### config.mk
export PLATFORM = sky130hd
export DESIGN_NAME = pc128_round_cell
export DESIGN_NICKNAME = d
export VERILOG_FILES = /design/src/rtl/pc128_pkg.sv /design/src/rtl/pc128_round_cell.sv
export SDC_FILE = /design/constraint.sdc
export NUM_CORES = 1
export LEC_CHECK = 0
export ABC_AREA = 1
export BUFFER_PORTS_ARGS = -buffer_cell sky130_fd_sc_hd__clkbuf_2
export CORE_MARGIN = 2
export CORE_UTILIZATION = 39
export DETAILED_ROUTE_END_ITERATION = 8
export GPL_TIMING_DRIVEN = 0
export HOLD_SLACK_MARGIN = 0.05
export MAX_ROUTING_LAYER = met4
export PLACE_DENSITY = 0.58
export SLEW_MARGIN = 5
export SYNTH_ARGS = -nofsm -noshare
export SYNTH_HDL_FRONTEND = slang
export SYNTH_SLANG_ARGS = --single-unit
### constraint.sdc
create_clock -name clk -period 2 [get_ports clk]
set_input_delay 0.4 -clock clk [delete_from_list [all_inputs] [get_ports clk]]
set_output_delay 0.4 -clock clk [all_outputs]
set_load 0.01 [all_outputs]
### src/rtl/pc128_pkg.sv
// Package for the Piccolo-128 encryption pipeline: sizes, S-box, round constants,
// the F function, the byte permutation and key schedule word selection.
// No dependencies.
package pc128_pkg;

	// Number of rounds, one pipeline cell each (legal range 1..31).
	localparam int unsigned ROUNDS = 31;
	// Size of the round constant table.
	localparam int unsigned MAX_ROUNDS = 31;

	localparam int unsigned BLOCK_W = 64;
	localparam int unsigned KEY_W = 64;
	localparam int unsigned WORD_W = 16;

	// Configuration register indexes.
	localparam logic REG_KEY_HIGH = 1'b0;
	localparam logic REG_KEY_LOW = 1'b1;

	// Reduction polynomial x^4+x+1.
	localparam logic [4:0] GF_POLY = 5'h13;

	localparam logic [3:0] SBOX [16] = '{
		4'hE, 4'h4, 4'hB, 4'h2, 4'h3, 4'h8, 4'h0, 4'h9,
		4'h1, 4'hA, 4'h7, 4'hF, 4'h6, 4'hC, 4'h5, 4'hD
	};

	localparam logic [31:0] ROUND_CONST [MAX_ROUNDS] = '{
		32'h6d45ad8a, 32'h7543a189, 32'h7d41a588, 32'h454fb98f, 32'h4d4dbd8e,
		32'h554bb18d, 32'h5d49b58c, 32'h25578983, 32'h2d558d82, 32'h35538181,
		32'h3d518580, 32'h055f9987, 32'h0d5d9d86, 32'h155b9185, 32'h1d599584,
		32'he567e99b, 32'hed65ed9a, 32'hf563e199, 32'hfd61e598, 32'hc56ff99f,
		32'hcd6dfd9e, 32'hd56bf19d, 32'hdd69f59c, 32'ha577c993, 32'had75cd92,
		32'hb573c191, 32'hbd71c590, 32'h857fd997, 32'h8d7ddd96, 32'h957bd195,
		32'h9d79d594
	};

	// Multiply by x in GF(16).
	function automatic logic [3:0] gf_dbl(input logic [3:0] a);
		return {a[2:0], 1'b0} ^ (a[3] ? GF_POLY[3:0] : 4'h0);
	endfunction

	// Multiply by x+1 in GF(16).
	function automatic logic [3:0] gf_tri(input logic [3:0] a);
		return gf_dbl(a) ^ a;
	endfunction

	// F function: S-box layer, MDS diffusion, S-box layer.
	function automatic logic [15:0] f_func(input logic [15:0] v);
		logic [3:0] a0, a1, a2, a3;
		logic [3:0] b0, b1, b2, b3;
		a0 = SBOX[v[15:12]];
		a1 = SBOX[v[11:8]];
		a2 = SBOX[v[7:4]];
		a3 = SBOX[v[3:0]];
		b0 = gf_dbl(a0) ^ gf_tri(a1) ^ a2 ^ a3;
		b1 = a0 ^ gf_dbl(a1) ^ gf_tri(a2) ^ a3;
		b2 = a0 ^ a1 ^ gf_dbl(a2) ^ gf_tri(a3);
		b3 = gf_tri(a0) ^ a1 ^ a2 ^ gf_dbl(a3);
		return {SBOX[b0], SBOX[b1], SBOX[b2], SBOX[b3]};
	endfunction

	// Byte permutation (x0..x7) -> (x2,x7,x4,x1,x6,x3,x0,x5), byte 0 on top.
	function automatic logic [63:0] byte_perm(input logic [63:0] s);
		return {s[47:40], s[7:0], s[31:24], s[55:48],
			s[15:8], s[39:32], s[63:56], s[23:16]};
	endfunction

	// Which user key word feeds round key number i. Evaluated at elaboration;
	// the key words are reordered every eight round keys.
	function automatic logic [2:0] rk_word(input int unsigned i);
		logic [2:0] idx [8];
		logic [2:0] tmp [8];
		int unsigned k;
		int unsigned j;
		for (j = 0; j < 8; j++) begin
			idx[j] = 3'(j);
		end
		for (k = 0; k <= i; k++) begin
			if (((k + 2) & 7) == 0) begin
				tmp[0] = idx[2]; tmp[1] = idx[1]; tmp[2] = idx[6]; tmp[3] = idx[7];
				tmp[4] = idx[0]; tmp[5] = idx[3]; tmp[6] = idx[4]; tmp[7] = idx[5];
				idx = tmp;
			end
		end
		return idx[3'((i + 2) & 7)];
	endfunction

endpackage

### src/rtl/pc128_round_cell.sv
// One Piccolo-128 round cell: two F function branches and the stage register.
// Depends on pc128_pkg.
module pc128_round_cell (
	input  logic                          clk,
	input  logic                          arst_n,
	input  logic                          en,
	input  logic                          in_valid,
	input  logic [pc128_pkg::BLOCK_W-1:0] in_data,
	input  logic [pc128_pkg::WORD_W-1:0]  rk_even,
	input  logic [pc128_pkg::WORD_W-1:0]  rk_odd,
	output logic                          out_valid,
	output logic [pc128_pkg::BLOCK_W-1:0] out_data
);
	import pc128_pkg::*;

	logic [WORD_W-1:0] x1_next;
	logic [WORD_W-1:0] x3_next;
	logic [BLOCK_W-1:0] data_q;
	logic valid_q;

	// Feistel update of branches one and three.
	assign x1_next = in_data[47:32] ^ f_func(in_data[63:48]) ^ rk_even;
	assign x3_next = in_data[15:0] ^ f_func(in_data[31:16]) ^ rk_odd;

	// Stage valid flag.
	always_ff @(posedge clk or negedge arst_n) begin
		if (!arst_n) begin
			valid_q <= 1'b0;
		end else if (en) begin
			valid_q <= in_valid;
		end
	end

	// Stage data.
	always_ff @(posedge clk) begin
		if (en) begin
			data_q <= {in_data[63:48], x1_next, in_data[31:16], x3_next};
		end
	end

	assign out_valid = valid_q;
	assign out_data = data_q;

endmodule

[Word level (Yosys, flattened, before mapping)]
Memories as Yosys holds them, arrays and structs flattened.
Cells that the tools add are included.
Operators by class
  muxes and demuxes: 40
  bitwise logic cells: 60
  order comparisons: 16
Operator list (number)
  2-to-1 mux 4 bit: 32
  XOR 4 bit: 32
  >= comparator 5 bit, second input constant: 16
  inverter 4 -> 5 bit: 16
  XOR 16 bit: 4
  XOR 4 x 2 -> 4 bit: 8
  2-to-1 mux 2 bit: 8
Word-level totals
  memories kept: 16
  bits in read-only memories: 1024
  register bits after elaboration: 65
  bits of input ports: 100
Memory list
  (name not given): words 16, bits a word 4, read ports 1, clocked after memory_dff 0, wr ports 0, line pc128_pkg.sv:59  | return {SBOX[b0], SBOX[b1], SBOX[b2], SBOX[b3]};
  (name not given): words 16, bits a word 4, read ports 1, clocked after memory_dff 0, wr ports 0, line pc128_pkg.sv:59
  (name not given): words 16, bits a word 4, read ports 1, clocked after memory_dff 0, wr ports 0, line pc128_pkg.sv:59
  (name not given): words 16, bits a word 4, read ports 1, clocked after memory_dff 0, wr ports 0, line pc128_pkg.sv:54  | a3 = SBOX[v[3:0]];
  (name not given): words 16, bits a word 4, read ports 1, clocked after memory_dff 0, wr ports 0, line pc128_pkg.sv:53  | a2 = SBOX[v[7:4]];
  (name not given): words 16, bits a word 4, read ports 1, clocked after memory_dff 0, wr ports 0, line pc128_pkg.sv:52  | a1 = SBOX[v[11:8]];
  10 more memories

[Depth between registers and ports, before layout]
Gate-level depths: netlist of run 1.
  depth in word-level cells: 16
  depth in mapped cells: 24

[Worst setup path before layout of run 1]
OpenSTA, ideal clock, no wires.
  path type: input to register
  start point: input in_data[48] (netlist name)
  end point: register data_q[36], in the netlist out_data[36], data pin
  arrival: 2458 ps
  data required time: 1748 ps
  setup time: 252 ps
  stages on the path: 18
  slack: -711 ps
  buffers on the path: 0
  path through: inv_1 ha_1 nand2_1 o21ai_0 nand2_1 o21ai_1 nand2_1 nand2_1 nor2_1 o21ai_0 nand2_2 inv_1 ha_1 or2_2 nand3_1 nand2_1 nand2_1 nand2_1
On the way
  longest elaborated chain between the ends: 14
RTL lines
  start, declared: line pc128_round_cell.sv:8  | input logic [pc128_pkg::BLOCK_W-1:0] in_data,
  inverter 4 -> 5 bit (not written as such) *: line pc128_pkg.sv:54
  memory (16 x 4 bit) *
  2-to-1 mux 4 bit (not written as such) * (2 in series): line pc128_pkg.sv:54
  2-to-1 mux 2 bit: line pc128_pkg.sv:39  | return {a[2:0], 1'b0} ^ (a[3] ? GF_POLY[3:0] : 4'h0);
  XOR 4 x 2 -> 4 bit: line pc128_pkg.sv:39
  XOR 4 bit *: line pc128_pkg.sv:44  | return gf_dbl(a) ^ a;
  XOR 4 bit *: line pc128_pkg.sv:57  | b2 = a0 ^ a1 ^ gf_dbl(a2) ^ gf_tri(a3);
  inverter 4 -> 5 bit (not written as such) *: line pc128_pkg.sv:59
  memory (16 x 4 bit) *
  2-to-1 mux 4 bit (not written as such) * (2 in series): line pc128_pkg.sv:59
  XOR 16 bit * (2 in series): line pc128_round_cell.sv:22  | assign x1_next = in_data[47:32] ^ f_func(in_data[63:48]) ^ rk_even;
  named net x1_next[4]: line pc128_round_cell.sv:16  | logic [WORD_W-1:0] x1_next;
  end signal, assigned: line pc128_round_cell.sv:37  | data_q <= {in_data[63:48], x1_next, in_data[31:16], x3_next};
  end, declared: line pc128_round_cell.sv:18  | logic [BLOCK_W-1:0] data_q;
Mark *: on every way through the listed nets, which the timed path passes. The rest lies on a longest branch. The select of a mux whose other input is x is not followed.
A chain may end at the register's enable or synchronous reset.

[Final worst setup path of run 1]
  start point: input in_data[48] (netlist name)
  end point: register data_q[44], in the netlist out_data[44], data pin
On the way
  longest elaborated chain between the ends: 11
RTL lines
  inverter 4 -> 5 bit (not written as such): line pc128_pkg.sv:54
  memory (16 x 4 bit)
  2-to-1 mux 4 bit (not written as such) (2 in series): line pc128_pkg.sv:54
  XOR 4 bit: line pc128_pkg.sv:55  | b0 = gf_dbl(a0) ^ gf_tri(a1) ^ a2 ^ a3;
  inverter 4 -> 5 bit (not written as such): line pc128_pkg.sv:59
  memory (16 x 4 bit)
  2-to-1 mux 4 bit (not written as such) (2 in series): line pc128_pkg.sv:59
  XOR 16 bit (2 in series): line pc128_round_cell.sv:22
  named net x1_next[12]: line pc128_round_cell.sv:16
The timed path passes the listed nets, and every way through them passes these cells. The select of a mux whose other input is x is not followed.

==> results.cfg, run 1 <==
[clock_tree]
clkLatencyLatePin_ps = 340
cts_max_path_buffers = 2
clkTransAtPathRegs_ps = 60
cts_max_level = 3
cts_sinks = 65
cts_tree = yes
cts_root_buf = clkbuf_16
numCtsBuffers = 9

[detailed_routing]
num_vias = 7294
drt-total-wl_mm = 20.39
viasPerCell = 4.808
first_pass_iters = 5
ant_nets = 0
wl_per_cell_um = 13.44
drt_iter0_drc = 352
drcViolationCount = 0

[final_layout]
drive_gt1_share_pct = 51.39
multi_input_area_um2 = 6175
fillers = 1425
regArea_um2 = 1947
nets = 1427
antenna_cells = 0
final_area_um2 = 11490
utilization_pct = 66.64
syn2layout_area_growth_pct = 67.20

[synthesis]
yosysMostFrequentCell = nand2_1
syn_area_per_cell_um2 = 6.884
ys.flop_type = edfxtp_1
ys_ff_latch = 65
synth_area_leader_cell = edfxtp_1
syn-cell-area_um2 = 6870
syn_inst = 998
synth_cell_types = 33
yosys-top-cells-area = edfxtp_1 28%, nand2_1 23%, nand3_1 7.8%, ha_1 7.3%, xor2_1 7.0%
ys_seq_area_share_pct = 28.34
synth_edf_count = 64
async_reset_ff_share_pct = 1.538
synth_top_area_share_pct = 27.97
synthesis.nets = 1138
synth_commonest_cells = 427 x nand2_1, 125 x inv_1, 107 x nand3_1, 64 x edfxtp_1, 55 x xor2_1
yosysWarnings = 0

[power_and_ir_drop]
cellLeakagePower_nw = 5.642
p_per_area_nw_per_um2 = 764.4
irDropWorstVdd_uv = 519.0

[critical_path]
crit_type = in -> reg
cp_data_required_time_ps = 2100
reg2reg_depth = 1
crit_arrival_ps = 2490
end_kind = flip-flop
setup.worst_path.start_class = input port
cp_max_fo = 4

[sta]
setup_viol = 19
fin_crit_sh_pct = 119.7
fmax_mhz = 417.6
finClkSkew_ps = 0
hold_viol = 0
worst_slew_pin_slew_ps = 491.9
grt_setup_unrepaired = yes
period_minus_slack_ps = 2395
tns_ps = -2698
postLayoutSetupSlackWorst_ps = -394.9
relSlewSlack_pct = 67.21
final_max_slew_viol_count = 0

[grt]
grt_max_degree = 36
grt_pass1_vias = 6314
track_usage_pct = 20.81
antenna_found_initial = 0
grt_overflow_total = 0
grt_first_pass_wirelength_mm = 29.81

[floorplan]
row_count = 48
boundaryPins = 165
die_y_um = 136.7
die_w_um = 136.7
die_area_um2 = 18690
start_util_pct = 39.86
coreArea_um2 = 17240

[hold_path]
hold_depth = 1
hold_class = in -> reg

[placed_design]
port_buffers = 164
dp_slack_ps = -1004
gp_congestion = 0.8844
dp_hpwl_mm = 14.11
placed_area_um2 = 8544

[status]
violations = setup timing
status = finished, violations left

[job]
cap_violations = 0
-- final timing paths --
check	start	slack [ps]	endpoint
max in group asynchronous	arst_n	1550	out_valid
hold / removal	in_data[50]	260	out_data[50]
setup reg to reg	out_valid	1260	out_valid
setup / recovery	in_data[48]	-390	out_data[44]
hold reg to reg	out_valid	510	out_valid
min in group asynchronous	arst_n	370	out_valid
-- per-stage QoR --
step / power [mW] / instances / hold slack, ps
finish: 8.781 / 1517 / 263.1
global route: 9.446 / 1517 / 245.2
CTS: 8.099 / 1466 / 247.6
detailed placement: 5.663 / 1388 / 177.2
global placement: 5.597 / 1387 / 175.2
floorplan: 4.687 / 998 / 104.4
-- cell type report --
class	count	share of cell area (%)
Sequential cell	65	16.95
Tap cell	225	2.451
Clock inverter	4	0.4466
Clock buffer	12	2.233
Timing Repair Buffer	278	18.10
Inverter	133	5.675
Buffer	4	0.3921
Multi-Input combinational cell	796	53.75
-- what timing repair did --
item                                    in CTS  in global routing
endpoints found under the setup margin      29                 30
endpoints found under the hold margin        1                  0
resized for setup                          188                241
pin swaps                                   91                135
hold buffers                                 1                  0
setup buffers                               61                 52
-- worst max-delay path, cell delays in order --
cell	delay, ps
clkbuf_16	110
clkinvlp_4	120
ha_4	290
nand2_1	50
o21ai_1	80
nand2_1	100
o21ai_4	100
buf_12	130
xor2_2	170
nand3_1	110
nand2_2	120
inv_2	60
ha_4	200
or2_0	220
nand3_1	90
nand2_1	50
nand2_1	50
nand2_1	50
-- cells in the final DEF, fill, tap and decap left out, types with 8 or more instances in the layout --
cell / netlist / final
buf_4: 1 / 91
buf_6: 1 / 23
clkbuf_16: 0 / 18
clkbuf_2: 1 / 139
edfxtp_1: 64 / 64
ha_1: 40 / 14
ha_2: 0 / 9
ha_4: 0 / 17
inv_1: 125 / 75
inv_2: 7 / 29
inv_4: 0 / 11
nand2_1: 427 / 278
nand2_2: 11 / 101
nand2_4: 0 / 58
nand3_1: 107 / 61
nand3_2: 1 / 40
nand3b_1: 12 / 12
nand4_1: 10 / 10
nor2_1: 26 / 14
nor2_2: 4 / 9
nor2_4: 2 / 9
o21ai_1: 4 / 10
o21ai_2: 1 / 8
xnor2_1: 51 / 37
xnor2_2: 2 / 10
xor2_1: 55 / 39
xor2_2: 10 / 13
xor2_4: 2 / 15
-- power by group --
part           internal [mW]  switching, mW  leakage (nW)
Combinational           2.25           2.86          4.85
Sequential              1.92         0.0762         0.638
Clock                   1.03          0.639         0.149
Total                   5.21           3.57          5.64
-- cells by family (layout without fill, tap and decap cells) --
family	after synthesis	count (layout)	share of synthesized area, %
XOR/XNOR	120	120	17.16
buffers and inverters	137	431	7.685
adder cells (fa/ha/maj)	40	40	7.285
flip-flops	65	65	28.34
AO/OA/AOI/OAI	28	28	2.131
AND/OR/NAND/NOR	607	607	37.24
multiplexers	1	1	0.1639
-- routing by layer --
layer	wire length, um	up-vias	global-route usage (%)
met5	0	-	-
met4	342	0	5.903
met3	1158	27	4.370
met2	10230	217	33.89
met1	8661	3347	26.12
li1	-	3703	-
-- registers in the layout, summed over array words and instances, names as in the netlist --
name,flops
out_valid,1
out_data,64
Power figures use the tool's default switching activity.
==> run 2: changes to the inputs <==
CELL_PAD_IN_SITES_DETAIL_PLACEMENT = 1   (was not set)
CELL_PAD_IN_SITES_GLOBAL_PLACEMENT = 1   (was not set)
PLACE_DENSITY = 0.79   (was 0.58)
clock period = 2.3 ns   (was 2 ns; I/O delays follow)
==> run 2 against run 1 <==
  * The flow still finishes with violations (setup timing)
  * Combinational power is 11% lower
  * Largest cell class unchanged
  * Global-route usage is 5.1 points higher
  * Non-clock buffer count is 15 lower
  * Clock power is 16% lower
  * Core utilization is 5.5 points lower
  * Via count is 11% higher
==> results.cfg, run 2 (synthesis gave the netlist of run 1 again) <==
[hold_path]
hold_class = in -> reg
hold_depth = 1
hold_path_startpoint = in_data[50]
whs_endpoint = out_data[50]

[critical_path]
crit_cells = 18
slowest_delay_ps = 220
critPathTopFamily = simple AND/OR/NAND/NOR gates
end_kind = flip-flop
critPathBufInv = 4
reg2reg_from = out_valid
crit_type = in -> reg
crit_path_frequent_cell = nand2_1
reg2reg_depth = 1
timing.rr.end = out_valid
slowest_stage = xor2_2
cp_data_required_time_ps = 2400
setup.worst_path.start_class = input port
cp_max_fo = 5
crit_arrival_ps = 2950
regToRegSetupSlack_ps = 1560
crit_chain = clkbuf_16 > buf_4 > ha_1 > o21ai_2 > nand2_1 > nand2_4 > xor2_2 > inv_1 > nand2_2 > nand3b_1 > nand2_2 > inv_2 > ha_4 > or2_0 > nand3_1 > nand2_1 > nand2_1 > nand2_1

[floorplan]
start_util_pct = 39.86
row_count = 48
boundaryPins = 165
die_y_um = 136.7
coreArea_um2 = 17240
die_w_um = 136.7
die_area_um2 = 18690

[final_layout]
nets = 1412
layout_commonest_cell = nand2_1
layout.cells.non_filler = 1502
syn2layout_area_growth_pct = 53.43
mostFrequentLayoutCells = 321 x nand2_1, 143 x clkbuf_2, 93 x buf_4
antenna_cells = 0
drive_gt1_share_pct = 42.76
final_area_um2 = 10540
largest_reg_flops = 64

[clock_tree]
clkLatencyLatePin_ps = 340
cts_tree = yes
numCtsBuffers = 9
clkTransAtPathRegs_ps = 70
cts_root_buf = clkbuf_16
cts_max_level = 3
cts_max_path_buffers = 2
cts_sinks = 65

[detailed_routing]
num_vias = 8077
drt_iter0_drc = 471
drt-total-wl_mm = 30.07
first_pass_iters = 5
viasPerCell = 5.377
drcViolationCount = 0
ant_nets = 0
wl_per_cell_um = 20.02

[power_and_ir_drop]
cellLeakagePower_nw = 5.274
irDropWorstVdd_uv = 388.0
p_per_area_nw_per_um2 = 729.0
power_mw = 7.684

[sta]
setup_viol = 16
period_minus_slack_ps = 2851
fin_crit_sh_pct = 124.0
grt_setup_unrepaired = yes
fmax_mhz = 350.7
postLayoutSetupSlackWorst_ps = -551.4
worst_slew_pin_slew_ps = 514.9
finClkSkew_ps = 0
final_max_slew_viol_count = 0
hold_viol = 0
timing.hold.ws_ps = 313.3
relSlewSlack_pct = 65.67

[job]
cap_violations = 0

[grt]
grt_pass1_vias = 7487
antenna_found_initial = 0
grt_max_degree = 35
grt_first_pass_wirelength_mm = 36.77
grt_overflow_total = 0
track_usage_pct = 25.92

[placed_design]
port_buffers = 164
placed_area_um2 = 8315
dp_hpwl_mm = 16.16
gp_congestion = 0.8665
place_inst = 1388
dp_slack_ps = -827.2

[status]
status = finished, violations left
violations = setup timing
==> run 2: cell types whose count changed in the layout (fill, tap and decap cells not counted), moves of 7 or more <==
cell     delta
buf_6      -11
ha_1        +7
inv_1      +14
inv_2       -7
nand2_1    +43
nand2_2    -10
nand2_4    -33
nand3_1    +24
nand3_2    -19
==> run 2: cell type report <==
type                    instances  area (um2)
repair buffers                264        1784
multi-input cells             796        5629
clock inverters                 6       48.80
fillers                      2184        6695
plain buffers                   3       33.78
inverters                     133       588.1
flip-flops and latches         65        1947
clock buffers                  10       229.0
well taps                     225       281.5
==> run 2: how the worst max path moves through the flow <==
stage / start / to
6_report: in_data[60] / out_data[44]
5_1_grt: in_data[60] / out_data[44]
4_1_cts: in_data[48] / out_data[36]
3_5_place_dp: in_data[60] / out_data[36]
3_3_place_gp: in_data[60] / out_data[36]
2_1_floorplan: in_data[48] / out_data[36]
==> run 2: through the flow <==
stage,TNS [ps],utilization (%)
2_1_floorplan,-627.4,-
3_3_place_gp,-10520,48.11
3_5_place_dp,-12390,48.24
4_1_cts,-523.5,55.03
5_1_grt,-5884,61.16
6_report,-3898,61.16
==> run 2: timing repair <==
item / CTS / global route
resized for setup: 124 / 190
hold buffers: 1 / 0
cloned: 0 / 0
endpoints found under the hold margin: 1 / 0
pin swaps: 48 / 89
endpoints found under the setup margin: 18 / 30
buffers inserted: 39 / 62
==> run 2: per-layer routing <==
metal	vias up	part of all wire [%]	global-route usage (%)
li1	3669	-	-
met1	3909	40	32.62
met2	376	50	43.83
met3	123	5.8	3.519
met4	0	4.7	6.829
met5	-	0	-
==> run 2: power by group <==
| group | switching (mW) | internal [mW] |
|---|---|---|
| sequential | 0.0790 | 1.67 |
| combinational | 2.77 | 1.77 |
| clock | 0.576 | 0.823 |
==> run 3: changes to the inputs <==
SKIP_CTS_REPAIR_TIMING = 1   (was not set)
==> run 3 against run 2 <==
  * The flow still finishes with violations (setup timing)
  * Clock power is essentially flat
  * Critical endpoint is now out_data[36]
  * Sequential share of layout area rose by 0.95 points
  * Non-clock buffer count shrank 37
  * Fmax increased by 8.3%
==> results.cfg, run 3 (synthesis gave the netlist of run 1 again) <==
[sta]
worst_slew_pin_slew_ps = 508.6
final_max_slew_viol_count = 0
finClkSkew_ps = 0
period_minus_slack_ps = 2634
setup_viol = 10
hold_viol = 0
relSlewSlack_pct = 66.09
fmax_mhz = 379.7
postLayoutSetupSlackWorst_ps = -334.0
fin_crit_sh_pct = 114.5
grt_setup_unrepaired = yes

[grt]
grt_first_pass_wirelength_mm = 32.09
grt_overflow_total = 0
grt_pass1_vias = 6835
track_usage_pct = 22.29
antenna_found_initial = 0
grt_max_degree = 35

[final_layout]
largest_reg_flops = 64
syn2layout_area_growth_pct = 45.93
nets = 1375
mostFrequentLayoutCells = 337 x nand2_1, 140 x clkbuf_2, 92 x nand3_1
antenna_cells = 0
final_area_um2 = 10030
fillers = 2194
drive_gt1_share_pct = 38.39
layout_commonest_cell = nand2_1

[clock_tree]
cts_max_path_buffers = 2
cts_tree = yes
numCtsBuffers = 9
cts_max_level = 3
cts_root_buf = clkbuf_16
cts_sinks = 65
clkLatencyLatePin_ps = 340
clkTransAtPathRegs_ps = 60

[power_and_ir_drop]
p_per_area_nw_per_um2 = 702.5
p_switching_mw = 2.986
power_mw = 7.044
irDropWorstVdd_uv = 395.1
p_int_mw = 4.057
swShare_pct = 42.40
cellLeakagePower_nw = 5.036
p_seq_share_pct = 24.8
pwr-share-comb_pct = 55.5
p_clk_share_pct = 19.8

[critical_path]
reg2reg_from = out_valid
timing.rr.end = out_valid
cp_data_required_time_ps = 2410
setup.worst_path.start_class = input port
crit_arrival_ps = 2740
cp-endpoint = out_data[36]
slowest_stage = or2_4
end_kind = flip-flop
slowest_delay_ps = 220
crit_path_frequent_cell = nand2_1
cp_max_fo = 5
crit_type = in -> reg
crit_chain = buf_12 > clkinvlp_4 > buf_4 > ha_1 > nand2_1 > nand3_1 > nand2_2 > inv_1 > nand2_2 > nand2_4 > inv_2 > nand2_1 > nand2_2 > inv_1 > nand2_2 > nand2_4 > inv_4 > ha_4 > or2_4 > nand3_2 > nand2_1 > nand2_1 > nand2_1
critPathBufInv = 7
crit_cells = 23
critPathTopFamily = simple AND/OR/NAND/NOR gates
reg2reg_depth = 1
regToRegSetupSlack_ps = 1560
cp-startpoint = in_data[60]

[detailed_routing]
drt_iter0_drc = 291
viasPerCell = 4.980
first_pass_iters = 5
num_vias = 7295
drcViolationCount = 0
wl_per_cell_um = 16.36
ant_nets = 0
drt-total-wl_mm = 23.97

[placed_design]
gp_congestion = 0.8665
port_buffers = 164
placed_area_um2 = 8315
dp_hpwl_mm = 16.16

[job]
cap_violations = 0

[floorplan]
die_y_um = 136.7
coreArea_um2 = 17240
start_util_pct = 39.86
boundaryPins = 165
die_area_um2 = 18690
die_w_um = 136.7
row_count = 48

[hold_path]
hold_depth = 1
hold_class = in -> reg

[status]
violations = setup timing
status = finished, violations left
## run 3: routing by layer
metal  wire (um)  track usage [%]  part of all wire [%]  vias up
met4         449            5.613                   1.9        0
met3        1122            3.185                   4.7       38
li1            -                -                     -     3599
met5           0                -                     0        -
met2       11850            35.75                    49      172
met1       10550            29.63                    44     3486
## run 3: power by group through the flow
stage / logic (mW) / registers (mW) / clock network [mW]
finish: 3.91 / 1.75 / 1.39
detailed placement: 3.16 / 1.77 / 0
global route: 4.33 / 1.77 / 1.44
global placement: 3.03 / 1.76 / 0
floorplan: 2.10 / 1.90 / 0
CTS: 3.18 / 1.75 / 1.40
## run 3: worst min-delay path by stage
stage                 from  slack (ps)           end
2_1_floorplan       arst_n         160     out_valid
3_3_place_gp        arst_n         240     out_valid
3_5_place_dp        arst_n         240     out_valid
4_1_cts             arst_n        -130     out_valid
5_1_grt        in_data[60]         300  out_data[60]
6_report       in_data[50]         300  out_data[50]
## run 3: area by class of cell
class                           count  area, um2  share of cell area, %
Multi-Input combinational cell    796       5421                  54.07
Sequential cell                    65       1947                  19.42
Timing Repair Buffer              227       1489                  14.85
Inverter                          133      576.8                  5.753
Tap cell                          225      281.5                  2.808
Clock buffer                       10      229.0                  2.284
Clock inverter                      6      48.80                 0.4867
Buffer                              3      32.53                 0.3245
## run 3: metrics by stage
stage                     hold WS (ps)  util [%]  TNS [ps]  setup WS, ps  cells
after detailed placement         235.8     48.24    -12390        -827.2   1388
after CTS                       -129.4     49.85     -2787        -465.3   1404
final                            304.4     58.17     -1398        -334.0   1465
after global routing             304.3     58.17     -3414        -480.1   1465
after global placement           235.5     48.11    -10520        -754.4   1387
after floorplan                  164.4         -    -627.4        -249.9    998
